`src/rtl/core/nrd_pkg.sv`:
```
// shared constants and types for the numeric character reference decoder
`default_nettype none

package nrd_pkg;

  localparam int MAX_REF_LEN = 16;
  localparam int MAX_DIGITS  = MAX_REF_LEN - 2;
  localparam int CNT_W       = $clog2(MAX_DIGITS + 1);
  localparam int IDX_W       = $clog2(MAX_DIGITS);

  localparam logic [7:0] CHAR_AMP   = 8'h26;
  localparam logic [7:0] CHAR_HASH  = 8'h23;
  localparam logic [7:0] CHAR_SEMI  = 8'h3b;
  localparam logic [7:0] CHAR_ZERO  = 8'h30;
  localparam logic [7:0] CHAR_NINE  = 8'h39;
  localparam logic [7:0] CHAR_SPACE = 8'h20;
  localparam logic [7:0] BYTE_MAX   = 8'hff;

  localparam logic [7:0] OOR_RESET  = CHAR_SPACE;

  // register byte address bit that selects the register index
  localparam int ADDR_W = 3;
  localparam logic REG_OUT_OF_RANGE = 1'b0;

  // what one accepted byte asks the emitter to send, in this order:
  // '&', '#', held digits, one byte, trailing '&'
  typedef struct packed {
    logic             pre_amp;
    logic             pre_hash;
    logic [CNT_W-1:0] n_digits;
    logic             mid_valid;
    logic [7:0]       mid_byte;
    logic             tail_amp;
    logic             eot;
  } plan_t;

endpackage

`default_nettype wire

```
`src/rtl/core/numeric_char_ref_decoder_core.sv`:
```
// top level of the numeric character reference decoder
//
//  channel  dir  handshake           payload
//  s_*      in   s_tvalid/s_tready   s_tdata[7:0] char_in, s_tlast end_of_text
//  m_*      out  m_tvalid/m_tready   m_tdata[7:0] char_out, m_tlast last_of_run,
//                                    m_tuser text_done
//  apb      in   psel/penable        reg 0 at address 0: out_of_range_char
//
// a transaction that yields output bytes holds the sequencer until all are sent; one
// that yields none leaves it free; held digits drain from the head of the cell chain
// one per stall-free cycle, so a failed reference yields up to MAX_REF_LEN+1 bytes.
// s_tready is low while the sequencer still has bytes to send; the output register
// lets the next transaction in while the last byte waits for m_tready.
// rst is synchronous and clears the parser mode, the sequencer and the output valid.
`default_nettype none

module numeric_char_ref_decoder_core import nrd_pkg::*; (
  input  wire logic              clk,
  input  wire logic              rst,
  input  wire logic              s_tvalid,
  output logic                   s_tready,
  input  wire logic [7:0]        s_tdata,   // [7:0] char_in
  input  wire logic              s_tlast,
  output logic                   m_tvalid,
  input  wire logic              m_tready,
  output logic      [7:0]        m_tdata,   // [7:0] char_out
  output logic                   m_tlast,
  output logic                   m_tuser,   // [0] text_done
  input  wire logic              psel,
  input  wire logic              penable,
  input  wire logic              pwrite,
  input  wire logic [ADDR_W-1:0] paddr,
  input  wire logic [31:0]       pwdata,
  output logic      [31:0]       prdata,
  output logic                   pready
);

  logic [7:0]       out_of_range_char;
  logic             accept;
  logic             busy;
  logic             shift;
  plan_t            plan;
  logic             digit_wr;
  logic [IDX_W-1:0] digit_wr_idx;
  logic [3:0]       digit_wr_val;
  logic [3:0]       cell_digit [MAX_DIGITS];

  assign pready = 1'b1;

  always_ff @(posedge clk) begin
    if (rst) begin
      out_of_range_char <= OOR_RESET;
    end else if (psel && penable && pwrite && pready && (paddr[2] == REG_OUT_OF_RANGE)) begin
      out_of_range_char <= pwdata[7:0];
    end
  end

  assign prdata = (paddr[2] == REG_OUT_OF_RANGE) ? {24'h000000, out_of_range_char} : 32'h0;

  assign s_tready = !busy;
  assign accept   = s_tvalid && s_tready;

  nrd_parser u_parser (
    .clk               (clk),
    .rst               (rst),
    .accept            (accept),
    .char_in           (s_tdata),
    .end_of_text       (s_tlast),
    .out_of_range_char (out_of_range_char),
    .plan              (plan),
    .digit_wr          (digit_wr),
    .digit_wr_idx      (digit_wr_idx),
    .digit_wr_val      (digit_wr_val)
  );

  // digits enter at the fill position and move toward cell 0 while draining
  for (genvar i = 0; i < MAX_DIGITS; i++) begin : g_cell
    logic [3:0] from_next;
    if (i == MAX_DIGITS - 1) begin : g_tail
      assign from_next = 4'h0;
    end else begin : g_mid
      assign from_next = cell_digit[i+1];
    end
    nrd_digit_cell u_cell (
      .clk       (clk),
      .wr_en     (digit_wr && (digit_wr_idx == IDX_W'(i))),
      .wr_digit  (digit_wr_val),
      .shift     (shift),
      .from_next (from_next),
      .digit     (cell_digit[i])
    );
  end

  nrd_emitter u_emitter (
    .clk        (clk),
    .rst        (rst),
    .load       (accept),
    .plan       (plan),
    .head_digit (cell_digit[0]),
    .busy       (busy),
    .shift      (shift),
    .out_valid  (m_tvalid),
    .out_ready  (m_tready),
    .out_byte   (m_tdata),
    .out_last   (m_tlast),
    .out_done   (m_tuser)
  );

endmodule

`default_nettype wire

```
`src/rtl/core/nrd_digit_cell.sv`:
```
// one storage cell of the held digit chain
`default_nettype none

module nrd_digit_cell import nrd_pkg::*; (
  input  wire logic       clk,
  input  wire logic       wr_en,
  input  wire logic [3:0] wr_digit,
  input  wire logic       shift,
  input  wire logic [3:0] from_next,
  output logic      [3:0] digit
);

  // a write only happens while the chain is not draining
  always_ff @(posedge clk) begin
    if (wr_en) begin
      digit <= wr_digit;
    end else if (shift) begin
      digit <= from_next;
    end
  end

endmodule

`default_nettype wire

```
`src/rtl/core/nrd_parser.sv`:
```
// reference parser: mode, digit count and value, plans the bytes of each transaction
`default_nettype none

module nrd_parser import nrd_pkg::*; (
  input  wire logic             clk,
  input  wire logic             rst,
  input  wire logic             accept,
  input  wire logic [7:0]       char_in,
  input  wire logic             end_of_text,
  input  wire logic [7:0]       out_of_range_char,
  output plan_t                 plan,
  output logic                  digit_wr,
  output logic [IDX_W-1:0]      digit_wr_idx,
  output logic [3:0]            digit_wr_val
);

  localparam logic [1:0] MODE_IDLE   = 2'd0;
  localparam logic [1:0] MODE_AMP    = 2'd1;
  localparam logic [1:0] MODE_DIGITS = 2'd2;

  logic [1:0]       parse_mode, parse_mode_next;
  logic [CNT_W-1:0] digit_count, digit_count_next;
  logic [7:0]       ref_value, ref_value_next;
  logic             value_overflow, value_overflow_next;

  logic             is_digit;
  logic [11:0]      acc;
  logic             store;

  assign is_digit = (char_in >= CHAR_ZERO) && (char_in <= CHAR_NINE);
  // value * 10 + digit
  assign acc = {1'b0, ref_value, 3'b000} + {3'b000, ref_value, 1'b0} + {8'h00, char_in[3:0]};

  always_comb begin
    plan                = '0;
    plan.eot            = end_of_text;
    parse_mode_next     = parse_mode;
    digit_count_next    = digit_count;
    ref_value_next      = ref_value;
    value_overflow_next = value_overflow;
    store               = 1'b0;
    case (parse_mode)
      MODE_DIGITS: begin
        if (is_digit && (digit_count < CNT_W'(MAX_DIGITS))) begin
          store            = 1'b1;
          digit_count_next = digit_count + CNT_W'(1);
          if (acc > {4'h0, BYTE_MAX}) begin
            value_overflow_next = 1'b1;
          end else begin
            ref_value_next = acc[7:0];
          end
        end else if ((char_in == CHAR_SEMI) && (digit_count != '0)) begin
          plan.mid_valid   = 1'b1;
          plan.mid_byte    = value_overflow ? out_of_range_char : ref_value;
          parse_mode_next  = MODE_IDLE;
          digit_count_next = '0;
        end else begin
          // failed candidate: release what is held, then take the byte afresh
          plan.pre_amp     = 1'b1;
          plan.pre_hash    = 1'b1;
          plan.n_digits    = digit_count;
          digit_count_next = '0;
          if (char_in == CHAR_AMP) begin
            parse_mode_next = MODE_AMP;
          end else begin
            parse_mode_next = MODE_IDLE;
            plan.mid_valid  = 1'b1;
            plan.mid_byte   = char_in;
          end
        end
      end
      MODE_AMP: begin
        if (char_in == CHAR_HASH) begin
          parse_mode_next     = MODE_DIGITS;
          digit_count_next    = '0;
          ref_value_next      = '0;
          value_overflow_next = 1'b0;
        end else begin
          plan.pre_amp = 1'b1;
          if (char_in == CHAR_AMP) begin
            parse_mode_next = MODE_AMP;
          end else begin
            parse_mode_next = MODE_IDLE;
            plan.mid_valid  = 1'b1;
            plan.mid_byte   = char_in;
          end
        end
      end
      default: begin
        if (char_in == CHAR_AMP) begin
          parse_mode_next = MODE_AMP;
        end else begin
          parse_mode_next = MODE_IDLE;
          plan.mid_valid  = 1'b1;
          plan.mid_byte   = char_in;
        end
      end
    endcase

    // end of text flushes whatever the byte left held
    if (end_of_text) begin
      if (parse_mode_next == MODE_DIGITS) begin
        // only reached with nothing planned yet
        plan.pre_amp  = 1'b1;
        plan.pre_hash = 1'b1;
        plan.n_digits = digit_count_next;
      end else if (parse_mode_next == MODE_AMP) begin
        plan.tail_amp = 1'b1;
      end
      parse_mode_next  = MODE_IDLE;
      digit_count_next = '0;
    end
  end

  assign digit_wr     = accept && store;
  assign digit_wr_idx = digit_count[IDX_W-1:0];
  assign digit_wr_val = char_in[3:0];

  always_ff @(posedge clk) begin
    if (rst) begin
      parse_mode     <= MODE_IDLE;
      digit_count    <= '0;
      ref_value      <= '0;
      value_overflow <= 1'b0;
    end else if (accept) begin
      parse_mode     <= parse_mode_next;
      digit_count    <= digit_count_next;
      ref_value      <= ref_value_next;
      value_overflow <= value_overflow_next;
    end
  end

endmodule

`default_nettype wire

```
`src/rtl/core/nrd_emitter.sv`:
```
// result sequencer: walks the plan of a transaction and feeds the output register
`default_nettype none

module nrd_emitter import nrd_pkg::*; (
  input  wire logic       clk,
  input  wire logic       rst,
  input  wire logic       load,
  input  wire plan_t      plan,
  input  wire logic [3:0] head_digit,
  output logic            busy,
  output logic            shift,
  output logic            out_valid,
  input  wire logic       out_ready,
  output logic [7:0]      out_byte,
  output logic            out_last,
  output logic            out_done
);

  logic             p_amp, p_hash, p_mid, p_tail, p_eot;
  logic [CNT_W-1:0] p_dig;
  logic [7:0]       mid_byte;

  logic             advance;
  logic             rest_empty;
  logic [7:0]       sel_byte;
  logic             take_amp, take_hash, take_dig, take_mid, take_tail;

  assign busy    = p_amp || p_hash || (p_dig != '0) || p_mid || p_tail;
  assign advance = busy && (!out_valid || out_ready);

  always_comb begin
    take_amp  = p_amp;
    take_hash = !p_amp && p_hash;
    take_dig  = !p_amp && !p_hash && (p_dig != '0);
    take_mid  = !p_amp && !p_hash && (p_dig == '0) && p_mid;
    take_tail = !p_amp && !p_hash && (p_dig == '0) && !p_mid && p_tail;
    sel_byte  = CHAR_AMP;
    if (take_hash) begin
      sel_byte = CHAR_HASH;
    end else if (take_dig) begin
      sel_byte = CHAR_ZERO + {4'h0, head_digit};
    end else if (take_mid) begin
      sel_byte = mid_byte;
    end
    // nothing else queued behind the byte picked now
    rest_empty = ((p_hash && !take_hash) == 1'b0)
              && ((p_dig - (take_dig ? CNT_W'(1) : CNT_W'(0))) == '0)
              && ((p_mid && !take_mid) == 1'b0)
              && ((p_tail && !take_tail) == 1'b0)
              && !take_amp;
    if (take_amp) begin
      rest_empty = !p_hash && (p_dig == '0) && !p_mid && !p_tail;
    end
  end

  assign shift = advance && take_dig;

  always_ff @(posedge clk) begin
    if (rst) begin
      p_amp     <= 1'b0;
      p_hash    <= 1'b0;
      p_dig     <= '0;
      p_mid     <= 1'b0;
      p_tail    <= 1'b0;
      out_valid <= 1'b0;
    end else begin
      if (load) begin
        p_amp  <= plan.pre_amp;
        p_hash <= plan.pre_hash;
        p_dig  <= plan.n_digits;
        p_mid  <= plan.mid_valid;
        p_tail <= plan.tail_amp;
      end else if (advance) begin
        if (take_amp) begin
          p_amp <= 1'b0;
        end
        if (take_hash) begin
          p_hash <= 1'b0;
        end
        if (take_dig) begin
          p_dig <= p_dig - CNT_W'(1);
        end
        if (take_mid) begin
          p_mid <= 1'b0;
        end
        if (take_tail) begin
          p_tail <= 1'b0;
        end
      end
      if (advance) begin
        out_valid <= 1'b1;
      end else if (out_ready) begin
        out_valid <= 1'b0;
      end
    end
  end

  always_ff @(posedge clk) begin
    if (load) begin
      mid_byte <= plan.mid_byte;
      p_eot    <= plan.eot;
    end
    if (advance) begin
      out_byte <= sel_byte;
      out_last <= rest_empty;
      out_done <= rest_empty && p_eot;
    end
  end

endmodule

`default_nettype wire

```
`config.mk`:
```
export PLATFORM = sky130hd
export DESIGN_NAME = numeric_char_ref_decoder_core
export DESIGN_NICKNAME = d
export VERILOG_FILES = /design/src/rtl/core/nrd_pkg.sv /design/src/rtl/core/numeric_char_ref_decoder_core.sv /design/src/rtl/core/nrd_digit_cell.sv /design/src/rtl/core/nrd_parser.sv /design/src/rtl/core/nrd_emitter.sv
export SDC_FILE = /design/constraint.sdc
export NUM_CORES = 1
export LEC_CHECK = 0
export ABC_AREA = 0
export BUFFER_PORTS_ARGS = -buffer_cell sky130_fd_sc_hd__buf_2
export CAP_MARGIN = 20
export CORE_ASPECT_RATIO = 1.1
export CORE_MARGIN = 5
export CORE_UTILIZATION = 50
export CTS_CLUSTER_DIAMETER = 200
export DETAILED_ROUTE_END_ITERATION = 6
export PLACE_DENSITY = 0.77
export SYNTH_ARGS = -nofsm -noshare
export SYNTH_HDL_FRONTEND = slang
export SYNTH_SLANG_ARGS = --single-unit
```
`constraint.sdc`:
```
create_clock -name clk -period 5 [get_ports clk]
set_input_delay 1 -clock clk [delete_from_list [all_inputs] [get_ports clk]]
set_output_delay 1 -clock clk [all_outputs]
set_load 0.02 [all_outputs]
```
# After elaboration in Yosys (flattened, before gate mapping)
# Index checks and enable logic that the tools add are counted.
dict set report classes {
  add_sub_neg 6
  magnitude_cmp 4
  n_eq_ne 24
  mux 84
  bitwise_logic 4
  n_reduce_logical 88
}
# op n
set ops {}
lappend ops {{2-to-1 mux 4 bit} 34}
lappend ops {{2-to-1 mux 8 bit} 7}
lappend ops {{logical AND 1 bit} 42}
lappend ops {{nonzero test 2 bit} 21}
lappend ops {{2-to-1 mux 9 bit} 3}
lappend ops {{2-to-1 mux 1 bit} 25}
lappend ops {{equality test 4 bit, second input constant} 6}
lappend ops {{equality test 8 x 6 -> 1 bit, second input constant} 3}
lappend ops {{2-to-1 mux 6 bit} 3}
lappend ops {{case mux 9 bit (2 select lines)} 1}
lappend ops {{equality test 4 x 3 -> 1 bit, second input constant} 4}
lappend ops {{case mux 8 bit (2 select lines)} 1}
lappend ops {{2-to-1 mux 15 bit} 1}
lappend ops {{adder 11 x 9 -> 12 bit} 1}
lappend ops {{adder 12 x 4 -> 12 bit} 1}
lappend ops {{> comparator 12 x 8 -> 1 bit, second input constant} 1}
lappend ops {{logical NOT 4 bit} 3}
lappend ops {{AND reduction 5 bit} 2}
lappend ops {{logical NOT 1 bit} 9}
lappend ops {{equality test 4 x 2 -> 1 bit, second input constant} 2}
lappend ops {{greater-or-equal comparator 8 x 6 -> 1 bit, second input constant} 1}
lappend ops {{<= comparator 8 x 6 -> 1 bit, second input constant} 1}
lappend ops {{2-to-1 mux 2 bit} 4}
lappend ops {{case mux 4 bit (2 select lines)} 1}
lappend ops {{17 further kinds} 33}
dict set report totals {
  reg_bits 107
  input_bits 51
  output_inout_bits 45
  wordCells 240
}

# Logic depth before layout (Yosys ltp)
dict set report depth {
  depth_word 12
  mapped_depth 12
  mapped_depth_nobuf 10
}

# By module
# A second synthesis with hierarchy kept.
dict set report hier_totals {
  hier_cells 553
  area_unflattened_um2 6182.2
}
# module instances cells_each area_per_inst_um2 seq_area_each_um2
set by_module_without_submodules {}
lappend by_module_without_submodules {nrd_digit_cell 14 9 171.4 120.1}
lappend by_module_without_submodules {nrd_parser 1 229 1801.7 300.3}
lappend by_module_without_submodules {nrd_emitter 1 105 1242.4 750.7}
lappend by_module_without_submodules {numeric_char_ref_decoder_core 1 93 738.2 160.2}

# Worst setup path before layout
# Ideal clock, no wire load.
dict set report synth_path {
  path_type {input port to flip-flop}
  startpoint {in s_tdata[3]}
  endpoint {reg u_parser.ref_value[3]}
  setup_ns 0.070
  arrival_ns 3.688
  required_ns 4.930
  path_slack_ns 1.242
  stages 12
  path_buffers 2
  path_cell_list {clkbuf_1 inv_1 fa_1 inv_1 ha_1 nor2b_1 o31a_1 or3_1 a311o_1 buf_4 a211o_1 a21oi_1}
}
dict set report synth_via {
  elab_chain_cells 5
  elab_cells_between_ends 14
  classes_between {1 x add/sub; 3 x order compare; 4 x eq/ne; 3 x mux; 3 x reduce/logical}
}
# element line
set synth_lines {}
lappend synth_lines {{from (decl)} numeric_char_ref_decoder_core.sv:22} ;# input wire logic [7:0] s_tdata,
lappend synth_lines {{branches (longest 5 deep; another with adder 12 x 4 -> 12 bit)} --}
lappend synth_lines {{to (signal assigned)} nrd_parser.sv:128} ;# ref_value <= ref_value_next;
lappend synth_lines {{to (decl)} nrd_parser.sv:23} ;# logic [7:0] ref_value, ref_value_next;
# Several ways; the timed one is not identified. The select of a mux whose other input is x is not followed.
# A chain may end at the register's enable or synchronous reset.

# Worst setup path in the final report
dict set report layout_path {
  startpoint {in s_tdata[3]}
  endpoint {reg u_parser.ref_value[7]}
}
# Same word-level chain as after synthesis.

==> impl_metrics.toml <==
[die]
chipHeight_microns = 125
fp-row-count = 41
dieWidth_microns = 114
die-area_sq_um = 14200
start_util_pct = 51.4
core_region_area_sq_um = 11600
ios = 96

[layout]
syn2layout_area_growth_pct = 8.14
post-route-util_pct = 55.6
diodes = 0
drive_gt1_share_pct = 19.5
nets = 662
fillers = 1015
design_area_sq_um = 6450

[timing]
rsz0062_at_grt = "no"
finalSetupTns_ns = 0
maxSlewHeadroom_pct = 45.7
skew_ns = 0.00847
worst_pin_slew_ns = 0.812
drv_slew = 0
finalHoldViolations = 0
period_needed_ns = 3.93
period_share_pct = 78.5
fmax_mhz = 255
hold_ws_ns = 0.471
setup_violations = 0

[yosys]
synth.avg_cell_area_sq_um = 10.7
synth.area.top_cells = "edfxtp_1 (38%), dfxtp_1 (11%), mux2_2 (8.3%)"
synthCells = 558
synth_common_cells = "edfxtp_1 (75), nand2_1 (56), mux2_2 (44), o21ai_0 (38)"
synth_top_area_share_pct = 37.8
ys_types = 70
ys_seq_elements = 107
ys_seq_area_share_pct = 48.5
yosysTopAreaCell = "edfxtp_1"
yosysMostFrequentCell = "edfxtp_1"
ys_async_sr_fraction_pct = 0
synth_edf_count = 75
yosysWarnings = 0
netlist_area_sq_um = 5960
synth_flop_cell = "edfxtp_1"

[routing]
wl_per_cell_microns = 16.7
viasPerCell = 5.79
antenna_left = 0
drcViolationCount = 0
drt_iter0_drc = 339
first_pass_iters = 5
wl_microns = 12400
num_vias = 4285

[flow_run]
maxCapViolations = 0

[clocking]
cts-root-buf = "clkbuf_16"
cts_buffer_depth = 2
cts_sinks = 107
htree_num_levels = 3
cts_buffers = 9
post_cts_buffers = 0
cts_tree = "done"
cts_hold_buf = 0
clk_pin_slew_ns = 0.07
clk_latency_ns = 0.35
ctsResizeCount = 0

[power]
p_per_area_nw_per_um2 = 516
vdd_ir_drop_max_mv = 0.334
p_leak_nw = 2.47
p_total_mw = 3.33

[setup_path]
path_max_fanout = 14
worst-setup-path-type = "primary input to flip-flop"
start_kind = "primary input"
cp-end-kind = "flip-flop"
worstPathRequired_ns = 5.25
worstPathArrival_ns = 4.18

[global_route]
grt_pass1_vias = 4186
grt_overflow = 0
grt_util_all_layers_pct = 17.8
antenna_found_initial = 0
grt_max_degree = 33
grt_first_pass_wirelength_microns = 20400

[placement]
dpl_cell_area_sq_um = 6150
gp_congestion = 0.875
port_buffers = 44
post-dp-hpwl_microns = 8930

[hold_path]
hp-class = "flip-flop to flip-flop"

[status]
outcome = "finished, final reports clean"
routing by layer:
metal,vias up,part of all wire (%),track usage [%]
met1,2056,43,23.5
met2,147,50,29.1
li1,2067,-,-
met5,-,0,0
met4,0,1.1,5.80
met3,15,5.8,3.64
worst max-delay path: stages:
cell	delay, ns
buf_2	0.24
inv_1	0.27
fa_1	0.65
inv_1	0.06
ha_1	0.30
a211o_1	0.26
a21oi_1	0.21
nand4_1	0.15
a311o_1	0.48
and2_1	0.25
o41ai_1	0.30
cell type report:
class                      instances  area, sq um  area share, %
clock buffer                       9          225           3.49
clock inverter                     7         75.1           1.16
inverter                          21         78.8           1.22
multi-input combinational        401         2760           42.8
sequential                       107         2890           44.9
tap                              150          188           2.91
timing repair buffer              45          228           3.53
stage by stage:
stage	std cells	setup WS (ns)
finish	740	1.07
global route	740	0.806
global placement	724	0.879
detailed placement	724	0.715
floorplan	581	1.24
CTS	740	1.08
power breakdown:
part           internal (mW)  leakage [nW]  switching (mW)
registers               1.49         0.989           0.114
clock network          0.392         0.145           0.326
logic                  0.357          1.33           0.649
state kept, by name, indices dropped and copies added, names as in the netlist, 2 cells and up:
name / count
u_parser.digit_wr_idx: 4
g_cell.u_cell.digit: 56
u_emitter.mid_byte: 8
u_emitter.out_byte: 8
out_of_range_char: 8
u_emitter.p_dig: 4
u_parser.parse_mode: 2
u_parser.ref_value: 8
cell families (layout without fill, tap and decap cells):
| logic type | Yosys count | after routing | synth area share [%] |
|---|---|---|---|
| multiplexers | 53 | 53 | 9.82 |
| AO/OA/AOI/OAI | 108 | 108 | 11.5 |
| buffers and inverters | 73 | 82 | 6.63 |
| XOR/XNOR | 5 | 5 | 0.734 |
| other | 2 | 25 | 0.126 |
| flip-flops | 107 | 107 | 48.5 |
| AND/OR/NAND/NOR | 184 | 184 | 17.0 |
| adder cells (fa/ha/maj) | 26 | 26 | 5.71 |
cell usage in the layout, fill, tap and decap left out, types with 24 or more instances in the layout:
master / netlist / final
edfxtp_1: 75 / 75
nand2_1: 56 / 56
mux2_2: 44 / 44
buf_2: 2 / 44
o21ai_0: 38 / 38
nor2_1: 32 / 32
dfxtp_1: 32 / 32
a21oi_1: 25 / 25
conb_1: 2 / 25
ha_1: 24 / 24
final timing paths:
path                                       startpoint                     to  slack, ns  cells after the start
worst min register to register   out_of_range_char[7]   out_of_range_char[7]       0.47                      2
worst max register to register  u_parser.ref_value[2]  u_parser.ref_value[7]       1.81                     10
worst min-delay path             out_of_range_char[7]   out_of_range_char[7]       0.47                      2
worst max-delay path                       s_tdata[3]  u_parser.ref_value[7]       1.07                     11
No activity file was read; power rests on OpenSTA's default activity.
